`src/adam_pkg.sv`:
```
// Shared types and constants for the Adam update core.
package adam_pkg;

  localparam logic [31:0] FP_ONE  = 32'h3F80_0000;
  localparam logic [31:0] FP_QNAN = 32'h7FC0_0000;

  typedef enum logic [2:0] {
    FOP_MUL  = 3'd0,
    FOP_ADD  = 3'd1,
    FOP_SUB  = 3'd2,
    FOP_DIV  = 3'd3,
    FOP_SQRT = 3'd4
  } fop_t;

  typedef struct packed {
    logic        valid;
    fop_t        op;
    logic [31:0] a;
    logic [31:0] b;
  } fpu_req_t;

  typedef struct packed {
    logic        busy;
    logic        done;
    logic [31:0] res;
  } fpu_rsp_t;

endpackage

```
`src/adam_fpu.sv`:
```
// Iterative fp32 unit: multiply, add, subtract, divide and square root, RNE.
module adam_fpu (
  input  logic                clk,
  input  logic                rst_n,
  input  adam_pkg::fpu_req_t  req,
  output adam_pkg::fpu_rsp_t  rsp
);

  typedef logic signed [10:0] fexp_t;

  typedef enum logic [7:0] {
    F_IDLE   = 8'b0000_0001,
    F_NORM   = 8'b0000_0010,
    F_PREP   = 8'b0000_0100,
    F_CALC   = 8'b0000_1000,
    F_NRM_R  = 8'b0001_0000,
    F_DENORM = 8'b0010_0000,
    F_ROUND  = 8'b0100_0000,
    F_DONE   = 8'b1000_0000
  } fstate_t;

  fstate_t        state_r, state_nxt;
  adam_pkg::fop_t op_r, op_nxt;
  logic           sa_r, sa_nxt, sb_r, sb_nxt, rs_r, rs_nxt, sub_r, sub_nxt;
  fexp_t          ea_r, ea_nxt, eb_r, eb_nxt, rexp_r, rexp_nxt;
  logic [23:0]    ma_r, ma_nxt, mb_r, mb_nxt;
  logic [26:0]    mnt_r, mnt_nxt, aux_r, aux_nxt;
  logic [25:0]    rem_r, rem_nxt;
  logic [51:0]    rad_r, rad_nxt;
  logic [25:0]    root_r, root_nxt;
  logic [28:0]    srem_r, srem_nxt;
  logic [4:0]     cnt_r, cnt_nxt;
  logic [31:0]    res_r, res_nxt;

  // operand classification
  logic [31:0] bf;
  logic [7:0]  a_ex, b_ex;
  logic        a_nan, b_nan, a_inf, b_inf, a_zero, b_zero, sx;
  logic        spec;
  logic [31:0] spec_res;

  always_comb begin
    bf     = (req.op == adam_pkg::FOP_SUB) ? {~req.b[31], req.b[30:0]} : req.b;
    a_ex   = req.a[30:23];
    b_ex   = bf[30:23];
    a_nan  = (a_ex == 8'hFF) && (req.a[22:0] != 23'd0);
    b_nan  = (b_ex == 8'hFF) && (bf[22:0] != 23'd0);
    a_inf  = (a_ex == 8'hFF) && (req.a[22:0] == 23'd0);
    b_inf  = (b_ex == 8'hFF) && (bf[22:0] == 23'd0);
    a_zero = (req.a[30:0] == 31'd0);
    b_zero = (bf[30:0] == 31'd0);
    sx     = req.a[31] ^ bf[31];
    spec     = 1'b0;
    spec_res = adam_pkg::FP_QNAN;
    case (req.op)
      adam_pkg::FOP_MUL: begin
        if (a_nan || b_nan || (a_inf && b_zero) || (a_zero && b_inf)) begin
          spec = 1'b1;
        end else if (a_inf || b_inf) begin
          spec = 1'b1; spec_res = {sx, 8'hFF, 23'd0};
        end else if (a_zero || b_zero) begin
          spec = 1'b1; spec_res = {sx, 31'd0};
        end
      end
      adam_pkg::FOP_ADD, adam_pkg::FOP_SUB: begin
        if (a_nan || b_nan || (a_inf && b_inf && sx)) begin
          spec = 1'b1;
        end else if (a_inf) begin
          spec = 1'b1; spec_res = req.a;
        end else if (b_inf) begin
          spec = 1'b1; spec_res = bf;
        end else if (a_zero && b_zero) begin
          spec = 1'b1; spec_res = {req.a[31] & bf[31], 31'd0};
        end else if (a_zero) begin
          spec = 1'b1; spec_res = bf;
        end else if (b_zero) begin
          spec = 1'b1; spec_res = req.a;
        end
      end
      adam_pkg::FOP_DIV: begin
        if (a_nan || b_nan || (a_zero && b_zero) || (a_inf && b_inf)) begin
          spec = 1'b1;
        end else if (a_inf || b_zero) begin
          spec = 1'b1; spec_res = {sx, 8'hFF, 23'd0};
        end else if (a_zero || b_inf) begin
          spec = 1'b1; spec_res = {sx, 31'd0};
        end
      end
      adam_pkg::FOP_SQRT: begin
        if (a_nan) begin
          spec = 1'b1;
        end else if (a_zero) begin
          spec = 1'b1; spec_res = req.a;
        end else if (req.a[31]) begin
          spec = 1'b1;
        end else if (a_inf) begin
          spec = 1'b1; spec_res = req.a;
        end
      end
      default: spec = 1'b0;
    endcase
  end

  logic [47:0] prod;
  logic        a_big, qb, ge, inc;
  fexp_t       dexp;
  logic [53:0] shw;
  logic [23:0] m_big, m_sml;
  logic [26:0] diff;
  logic [27:0] sum28;
  logic [25:0] remsub;
  logic [28:0] cur, trial, sremsub;
  logic [24:0] rsum;
  fexp_t       bexp;

  always_comb begin
    state_nxt = state_r; op_nxt = op_r; sa_nxt = sa_r; sb_nxt = sb_r;
    rs_nxt = rs_r; sub_nxt = sub_r; ea_nxt = ea_r; eb_nxt = eb_r;
    rexp_nxt = rexp_r; ma_nxt = ma_r; mb_nxt = mb_r; mnt_nxt = mnt_r;
    aux_nxt = aux_r; rem_nxt = rem_r; rad_nxt = rad_r; root_nxt = root_r;
    srem_nxt = srem_r; cnt_nxt = cnt_r; res_nxt = res_r;
    prod    = ma_r * mb_r;
    a_big   = (ea_r > eb_r) || ((ea_r == eb_r) && (ma_r >= mb_r));
    dexp    = a_big ? (ea_r - eb_r) : (eb_r - ea_r);
    m_big   = a_big ? ma_r : mb_r;
    m_sml   = a_big ? mb_r : ma_r;
    shw     = {m_sml, 30'd0} >> dexp[4:0];
    diff    = mnt_r - aux_r;
    sum28   = {1'b0, mnt_r} + {1'b0, aux_r};
    qb      = (rem_r >= {2'b00, mb_r});
    remsub  = qb ? (rem_r - {2'b00, mb_r}) : rem_r;
    cur     = {srem_r[26:0], rad_r[51:50]};
    trial   = {1'b0, root_r, 2'b01};
    ge      = (cur >= trial);
    sremsub = ge ? (cur - trial) : cur;
    inc     = mnt_r[2] & ((|mnt_r[1:0]) | mnt_r[3]);
    rsum    = {1'b0, mnt_r[26:3]} + {24'd0, inc};
    bexp    = 11'sd0;

    case (state_r)
      F_IDLE: begin
        if (req.valid) begin
          if (spec) begin
            res_nxt   = spec_res;
            state_nxt = F_DONE;
          end else begin
            op_nxt = req.op;
            sa_nxt = req.a[31];
            sb_nxt = bf[31];
            ea_nxt = (a_ex == 8'd0) ? -11'sd126 : ($signed({3'b000, a_ex}) - 11'sd127);
            eb_nxt = (b_ex == 8'd0) ? -11'sd126 : ($signed({3'b000, b_ex}) - 11'sd127);
            ma_nxt = {a_ex != 8'd0, req.a[22:0]};
            mb_nxt = (req.op == adam_pkg::FOP_SQRT) ? 24'h80_0000 :
                     {b_ex != 8'd0, bf[22:0]};
            state_nxt = F_NORM;
          end
        end
      end
      F_NORM: begin
        // subnormal inputs: one bit per cycle
        if (!ma_r[23]) begin
          ma_nxt = {ma_r[22:0], 1'b0};
          ea_nxt = ea_r - 11'sd1;
        end
        if (!mb_r[23]) begin
          mb_nxt = {mb_r[22:0], 1'b0};
          eb_nxt = eb_r - 11'sd1;
        end
        if (ma_r[23] && mb_r[23]) state_nxt = F_PREP;
      end
      F_PREP: begin
        case (op_r)
          adam_pkg::FOP_MUL: begin
            mnt_nxt   = {prod[47:22], |prod[21:0]};
            rexp_nxt  = ea_r + eb_r + 11'sd1;
            rs_nxt    = sa_r ^ sb_r;
            state_nxt = F_NRM_R;
          end
          adam_pkg::FOP_ADD, adam_pkg::FOP_SUB: begin
            mnt_nxt = {m_big, 3'b000};
            if (dexp >= 11'sd27) aux_nxt = 27'd1;
            else aux_nxt = {shw[53:28], shw[27] | (|shw[26:0])};
            rexp_nxt  = a_big ? ea_r : eb_r;
            rs_nxt    = a_big ? sa_r : sb_r;
            sub_nxt   = sa_r ^ sb_r;
            state_nxt = F_CALC;
          end
          adam_pkg::FOP_DIV: begin
            rem_nxt   = {2'b00, ma_r};
            mnt_nxt   = 27'd0;
            cnt_nxt   = 5'd0;
            rexp_nxt  = ea_r - eb_r;
            rs_nxt    = sa_r ^ sb_r;
            state_nxt = F_CALC;
          end
          default: begin
            // root of an even-exponent radicand in [2^50, 2^52)
            rad_nxt   = ea_r[0] ? {ma_r, 28'd0} : {1'b0, ma_r, 27'd0};
            root_nxt  = 26'd0;
            srem_nxt  = 29'd0;
            cnt_nxt   = 5'd0;
            rexp_nxt  = ea_r >>> 1;
            rs_nxt    = 1'b0;
            state_nxt = F_CALC;
          end
        endcase
      end
      F_CALC: begin
        case (op_r)
          adam_pkg::FOP_ADD, adam_pkg::FOP_SUB: begin
            if (sub_r) begin
              mnt_nxt = diff;
              if (diff == 27'd0) rs_nxt = 1'b0;
            end else if (sum28[27]) begin
              mnt_nxt  = {sum28[27:2], sum28[1] | sum28[0]};
              rexp_nxt = rexp_r + 11'sd1;
            end else begin
              mnt_nxt = sum28[26:0];
            end
            state_nxt = F_NRM_R;
          end
          adam_pkg::FOP_DIV: begin
            rem_nxt = {remsub[24:0], 1'b0};
            cnt_nxt = cnt_r + 5'd1;
            if (cnt_r == 5'd26) begin
              mnt_nxt   = {mnt_r[25:0], qb | (remsub != 26'd0)};
              state_nxt = F_NRM_R;
            end else begin
              mnt_nxt = {mnt_r[25:0], qb};
            end
          end
          default: begin
            srem_nxt = sremsub;
            root_nxt = {root_r[24:0], ge};
            rad_nxt  = {rad_r[49:0], 2'b00};
            cnt_nxt  = cnt_r + 5'd1;
            if (cnt_r == 5'd25) begin
              mnt_nxt   = {root_r[24:0], ge, sremsub != 29'd0};
              state_nxt = F_NRM_R;
            end
          end
        endcase
      end
      F_NRM_R: begin
        if ((mnt_r != 27'd0) && !mnt_r[26]) begin
          mnt_nxt  = {mnt_r[25:0], 1'b0};
          rexp_nxt = rexp_r - 11'sd1;
        end else begin
          state_nxt = F_DENORM;
        end
      end
      F_DENORM: begin
        if (rexp_r < -11'sd153) begin
          mnt_nxt  = {26'd0, |mnt_r};
          rexp_nxt = -11'sd126;
        end else if (rexp_r < -11'sd126) begin
          mnt_nxt  = {1'b0, mnt_r[26:2], mnt_r[1] | mnt_r[0]};
          rexp_nxt = rexp_r + 11'sd1;
        end else begin
          state_nxt = F_ROUND;
        end
      end
      F_ROUND: begin
        if (rsum[24]) bexp = rexp_r + 11'sd128;
        else if (rsum[23]) bexp = rexp_r + 11'sd127;
        else bexp = 11'sd0;
        if (bexp >= 11'sd255) res_nxt = {rs_r, 8'hFF, 23'd0};
        else if (rsum[24]) res_nxt = {rs_r, bexp[7:0], 23'd0};
        else res_nxt = {rs_r, bexp[7:0], rsum[22:0]};
        state_nxt = F_DONE;
      end
      F_DONE: state_nxt = F_IDLE;
      default: state_nxt = F_IDLE;
    endcase
  end

  always_ff @(posedge clk) begin
    if (!rst_n) begin
      state_r <= F_IDLE;
    end else begin
      state_r <= state_nxt;
    end
  end

  always_ff @(posedge clk) begin
    op_r   <= op_nxt;   sa_r   <= sa_nxt;   sb_r <= sb_nxt;
    rs_r   <= rs_nxt;   sub_r  <= sub_nxt;  ea_r <= ea_nxt;
    eb_r   <= eb_nxt;   rexp_r <= rexp_nxt; ma_r <= ma_nxt;
    mb_r   <= mb_nxt;   mnt_r  <= mnt_nxt;  aux_r <= aux_nxt;
    rem_r  <= rem_nxt;  rad_r  <= rad_nxt;  root_r <= root_nxt;
    srem_r <= srem_nxt; cnt_r  <= cnt_nxt;  res_r <= res_nxt;
  end

  assign rsp.busy = (state_r != F_IDLE);
  assign rsp.done = (state_r == F_DONE);
  assign rsp.res  = res_r;

endmodule
```
`config.mk`:
```
export PLATFORM = sky130hd
export DESIGN_NAME = adam_fpu
export DESIGN_NICKNAME = d
export VERILOG_FILES = /design/src/adam_pkg.sv /design/src/adam_fpu.sv
export SDC_FILE = /design/constraint.sdc
export NUM_CORES = 2
export LEC_CHECK = 0
export BUFFER_PORTS_ARGS = -buffer_cell sky130_fd_sc_hd__clkbuf_2
export CAP_MARGIN = 20
export CORE_ASPECT_RATIO = 0.75
export CORE_MARGIN = 2
export CORE_UTILIZATION = 30
export CTS_CLUSTER_SIZE = 20
export DETAILED_ROUTE_END_ITERATION = 6
export PLACE_DENSITY_LB_ADDON = 0.3
export SLEW_MARGIN = 20
export SYNTH_ARGS = -nofsm -noshare
export SYNTH_HDL_FRONTEND = slang
export SYNTH_SLANG_ARGS = --single-unit
```
`constraint.sdc`:
```
create_clock -name clk -period 9.9 [get_ports clk]
set_input_delay 0.495 -clock clk [delete_from_list [all_inputs] [get_ports clk]]
set_output_delay 0.495 -clock clk [all_outputs]
set_load 0.03 [all_outputs]
```
# After elaboration in Yosys (flattened, before gate mapping)
# Cells that the tools add are included.
[classes] reduce_logical=67 n_mux=119 shift=1 n_eq_ne=46 n_bitwise=11 add_sub_neg=18 n_lt_le_gt_ge=8 mul=1
[op_table] operator="32-bit 2-to-1 mux" count=17
[op_table] operator="24-bit 2-to-1 mux" count=9
[op_table] operator="27-bit 2-to-1 mux" count=8
[op_table] operator="11-bit 2-to-1 mux" count=19
[op_table] operator="52-bit 2-to-1 mux" count=3
[op_table] operator="26-bit 2-to-1 mux" count=5
[op_table] operator="32-bit one-hot mux with 4 select lines" count=1
[op_table] operator="27-bit one-hot mux with 2 select lines" count=2
[op_table] operator="27-bit one-hot mux with 4 select lines" count=1
[op_table] operator="26-bit one-hot mux with 2 select lines" count=2
[op_table] operator="52-bit one-hot mux with 2 select lines" count=1
[op_table] operator="24-bit one-hot mux with 2 select lines" count=2
[op_table] operator="31-bit 2-to-1 mux" count=3
[op_table] operator="27-bit one-hot mux with 3 select lines" count=1
[op_table] operator="8-bit 2-to-1 mux" count=8
[op_table] operator="32-bit one-hot mux with 2 select lines" count=1
[op_table] operator="31-bit zero test" count=2
[op_table] operator="8-bit one-hot mux with 7 select lines" count=1
[op_table] operator="27-bit OR reduction" count=2
[op_table] operator="54-bit by 5-bit right shift with 54-bit output" count=1
[op_table] operator="24-bit by 24-bit multiplier with 48-bit output" count=1
[op_table] operator="23-bit zero test" count=2
[op_table] operator="23-bit nonzero test" count=2
[op_table] operator="11-bit one-hot mux with 2 select lines" count=2
[op_table] operator="75 further kinds" count=175
[word_totals] word_cells=292 output_inout_bits=34 ff_bits=318

# Logic depth before layout (Yosys ltp)
[depth] ltp_word=13 mapped_depth=31 mapped_depth_nobuf=29

# Worst setup path before layout
# OpenSTA, ideal clock, no wires.
[synth_path] kind="register -> register" start="register ma_r[13]" end="register mnt_r[25] (data pin)" stages_incl_launch_ff=31 arrival_ps=7654 n_path_buf=2 setup_slack_ps=1992 setup_time_ps=254 synth_period_minus_slack_ps=7908 path_cell_list="edfxtp_1 -> clkbuf_1 -> clkbuf_1 -> nand2_1 -> fa_1 -> inv_1 -> fa_1 -> inv_1 -> fa_1 -> inv_1 -> fa_1 -> inv_1 -> fa_1 -> inv_1 -> fa_1 -> inv_1 -> fa_1 -> inv_1 -> ha_1 -> and3_1 -> nand2_1 -> or4b_2 -> a2111o_1 -> o2111ai_1 -> a41o_1 -> a221o_1 -> a41oi_1 -> a21oi_1 -> nor4_1 -> a41o_1 -> o21a_1"
[synth_between] elab_chain_len=6 word_cells_on_any_way=7
[synth_rtl] element="from (decl)" line_no="adam_fpu.sv:26" rtl="logic [23:0] ma_r, ma_nxt, mb_r, mb_nxt;"
[synth_rtl] element="from (signal assigned)" line_no="adam_fpu.sv:288" rtl="eb_r <= eb_nxt; rexp_r <= rexp_nxt; ma_r <= ma_nxt;"
[synth_rtl] element="branches (longest 4 deep; another with 24-bit by 24-bit multiplier with 48-bit output)"
[synth_rtl] element="27-bit one-hot mux with 3 select lines (*)" line_no="adam_fpu.sv:172" rtl="case (op_r)"
[synth_rtl] element="27-bit one-hot mux with 4 select lines (*)" line_no="adam_fpu.sv:140" rtl="case (state_r)"
[synth_rtl] element="net mnt_nxt[25]" line_no="adam_fpu.sv:27" rtl="logic [26:0] mnt_r, mnt_nxt, aux_r, aux_nxt;"
[synth_rtl] element="to (signal assigned)" line_no="adam_fpu.sv:289" rtl="mb_r <= mb_nxt; mnt_r <= mnt_nxt; aux_r <= aux_nxt;"
[synth_rtl] element="to (decl)" line_no="adam_fpu.sv:27"
# Mark *: on every way through the listed nets, which the timed path passes.
# A chain may end at the register's enable or synchronous reset.

# Worst setup path in the final report
[layout_path] start="register ma_r[12]" end="register mnt_r[0] (data pin)"
[layout_between] elab_chain_len=4
[layout_rtl] element="24-bit by 24-bit multiplier with 48-bit output" line_no="adam_fpu.sv:122" rtl="prod = ma_r * mb_r;"
[layout_rtl] element="22-bit OR reduction" line_no="adam_fpu.sv:174" rtl="mnt_nxt = {prod[47:22], |prod[21:0]};"
[layout_rtl] element="27-bit one-hot mux with 3 select lines" line_no="adam_fpu.sv:172"
[layout_rtl] element="27-bit one-hot mux with 4 select lines" line_no="adam_fpu.sv:140"
[layout_rtl] element="net mnt_nxt[0]" line_no="adam_fpu.sv:27"
# The timed path passes the listed nets, and every way through them passes these cells.

==> metrics.txt <==
final wirelength=175400 µm; Fillers=15656; via density per instance=5.453; worst min-delay path class=in -> reg; multiplexer share of the synthesized area=4.336%; Slew headroom=28.49%; Area Overhead vs Synth=9.910%; DIE WIDTH=453.0 µm; Rows=123; Least-Margin Pin Slew=1.069 ns; Die Y=340.8 µm; TritonCTS Sinks=291; Post-Synth XOR/XNOR Area=3.745%; Syn Area/Cell=8.654 µm²; Final ANT Viol Nets=0; router iterations before antenna repair=6; max cap viols=0; worst skew pair latency=0.60 ns; clk_skew=0.02198 ns; register area=8658 µm²; CTS Root Cell=clkbuf_16; vias post-DR=39569; initial drt markers=4480; Starting Density=30.23%; cells after synthesis=5242; CORE AREA=150100 µm²; port bufs=103; fin. max-slew vios=0; DR WL/cell=24.16 µm; Post-synth EDFFs=283; Crit path arrival time=9.68 ns; Final Hold Fails=0; Max Freq=106.6 MHz; number of I/O pins=104; CP max FO=15; RePlAce Congestion=0.9992; crit path kind=reg -> reg; drt drc=0; ys async rst share=0%; status=finished clean; first-pass GRT wire length=261200 µm; Startpoint Class=flop; syn_nets=6174; Post-Syn Area=45370 µm²; post-layout minimum cycle time=9.378 ns; TritonCTS clock tree=yes; Synthesis Warnings=0; Worst Setup End Kind=flop; post-synthesis register bit count=291; library cells used by synthesis=96; largest net degree at the start of global routing=68; initial antenna violation count=4; unrepaired setup endpoints after global routing=false; worst reg2reg setup slack=0.52 ns; Congestion Overflow GR=0; Final Net Count=6157; largest family of logic cells by synthesized area=adder cells; CP required=10.20 ns; die area=154400 µm²; area of the multi-input gates=32930 µm²; total global-route track usage=22.39%; DP HPWL=138100 µm; H-tree levels=2; post-synthesis compound-gate area fraction=14.84%; TritonCTS buffer count=38; Seq/Total Area, Yosys=19.09%; post-synthesis adder-cell area fraction=31.85%; Final Cell Area=49860 µm²; layout cells sized above 1=7.805%; number of global-route vias before repair=39049; CTS max path bufs=3; Post-synth top flop=edfxtp_1; Post-Synth Simple-Gate Area=17.42%; Setup violations, final=0; dpl cell area=48440 µm²; CTS Hold Bufs=0; Final Cycle Share=94.73%; Reg clk slew, reported paths=0.07 ns
metal layers:
metal / up-vias / GRT usage [%] / routed length (µm)
met2: 1831 / 32.14 / 71380
met5: - / 0 / 28
met1: 19850 / 33.05 / 80060
met4: 4 / 7.278 / 6759
met3: 265 / 4.821 / 17130
li1: 17619 / - / -
cell type report:
type | count | area share, %
antenna | 4 | 0.02007
tap | 2000 | 5.019
sequential | 291 | 17.36
multi-input combinational | 3905 | 66.05
clock inverter | 23 | 0.5646
timing repair buffer | 245 | 3.380
clock buffer | 45 | 2.002
inverter | 744 | 5.601
synthesized netlist by cell type (30+ instances only):
library cell	number	area share (%)
a21o_1	61	1.0
a21oi_1	303	3.3
a221oi_1	35	0.68
a22oi_1	33	0.55
and2_1	278	3.8
clkbuf_1	271	2.2
edfxtp_1	283	19
fa_1	488	22
ha_1	374	10
inv_1	740	6.1
mux2i_1	129	2.8
nand2_1	584	4.8
nand2b_1	30	0.41
nand3_1	96	1.1
nand4_1	35	0.48
nor2_1	339	2.8
nor3_1	72	0.79
nor4_1	41	0.57
o21ai_0	229	2.5
o21bai_1	42	0.70
o22ai_1	62	0.85
xnor2_1	135	2.6
xor2_1	59	1.1
kinds of logic (layout without fill, tap and decap cells):
kind of cell / Yosys count / after routing
mux: 162 / 162
flops: 291 / 291
fa+ha+maj: 862 / 862
xor+xnor: 194 / 194
other cells: 0 / 4
buf+inv: 1046 / 1057
simple gates: 1640 / 1640
compound gates: 1047 / 1047
worst paths after layout:
| path | depth (start not counted) | start | to |
|---|---|---|---|
| hold reg to reg | 2 | rad_r[49] | rad_r[51] |
| setup / recovery | 26 | ma_r[12] | mnt_r[0] |
| setup reg to reg | 26 | ma_r[12] | mnt_r[0] |
| hold / removal | 2 | rst_n | state_r[0] |
flip-flops by register name (all words and copies together), names as in the netlist:
name	count
aux_r	27
cnt_r	5
ea_r	11
eb_r	11
ma_r	24
mb_r	24
mnt_r	27
op_r	3
rad_r	25
rem_r	26
res_r	32
rexp_r	11
root_r	26
rs_r	1
sa_r	1
sb_r	1
srem_r	27
state_r	8
sub_r	1
through the flow:
stage / util (%) / setup slack, ns / instances / setup TNS [ns] / hold WS [ns]
after floorplan: - / 1.992 / 5242 / 0 / 0.4836
after CTS: 33.14 / 0.1452 / 7239 / 0 / 0.1617
after global routing: 33.22 / 0.1543 / 7253 / 0 / 0.1735
final: 33.23 / 0.5220 / 7257 / 0 / 0.1788
after detailed placement: 32.28 / -0.2301 / 7171 / -0.2301 / 0.4952
after global placement: 32.26 / -0.4572 / 7169 / -0.4572 / 0.4981
critical path: stages (launching register included):
cell       delay (ns)
edfxtp_1         1.01
and2_1           0.26
fa_1             0.46
fa_1             0.52
inv_1            0.05
fa_1             0.42
fa_1             0.56
inv_1            0.06
fa_1             0.51
fa_1             0.49
inv_1            0.05
fa_1             0.48
inv_1            0.04
ha_1             0.34
a21o_1           0.20
a21oi_1          0.21
xor2_2           0.48
nand3_1          0.17
a2111oi_2        0.51
o211ai_1         0.33
or4_1            0.56
nor2_1           0.10
o21a_1           0.33
o2111ai_1        0.16
nand4b_1         0.20
nor4b_1          0.46
a32oi_1          0.09
placed cells by master, fill, tap and decap left out, types with 71 or more instances in the layout:
master    synthesis  layout
fa_1            488     488
xnor2_1         135     133
and2_1          278     278
nor2_1          339     333
o21ai_0         229     227
edfxtp_1        283     283
clkbuf_2          2     103
buf_4             4     131
nand2_1         584     584
nand3_1          96      96
mux2i_1         129     128
inv_1           740     740
nor3_1           72      71
a21oi_1         303     301
ha_1            374     374
what timing repair did:
item / in CTS / in global routing
setup buffers: 0 / 14
setup endpoints to repair: 1 / 1
resized for setup: 2 / 1
endpoints found under the hold margin: 0 / 0
Power is left out: the tool's default activity adds up to more than one toggle a clock period on the data nets, which glitch-free logic cannot reach.
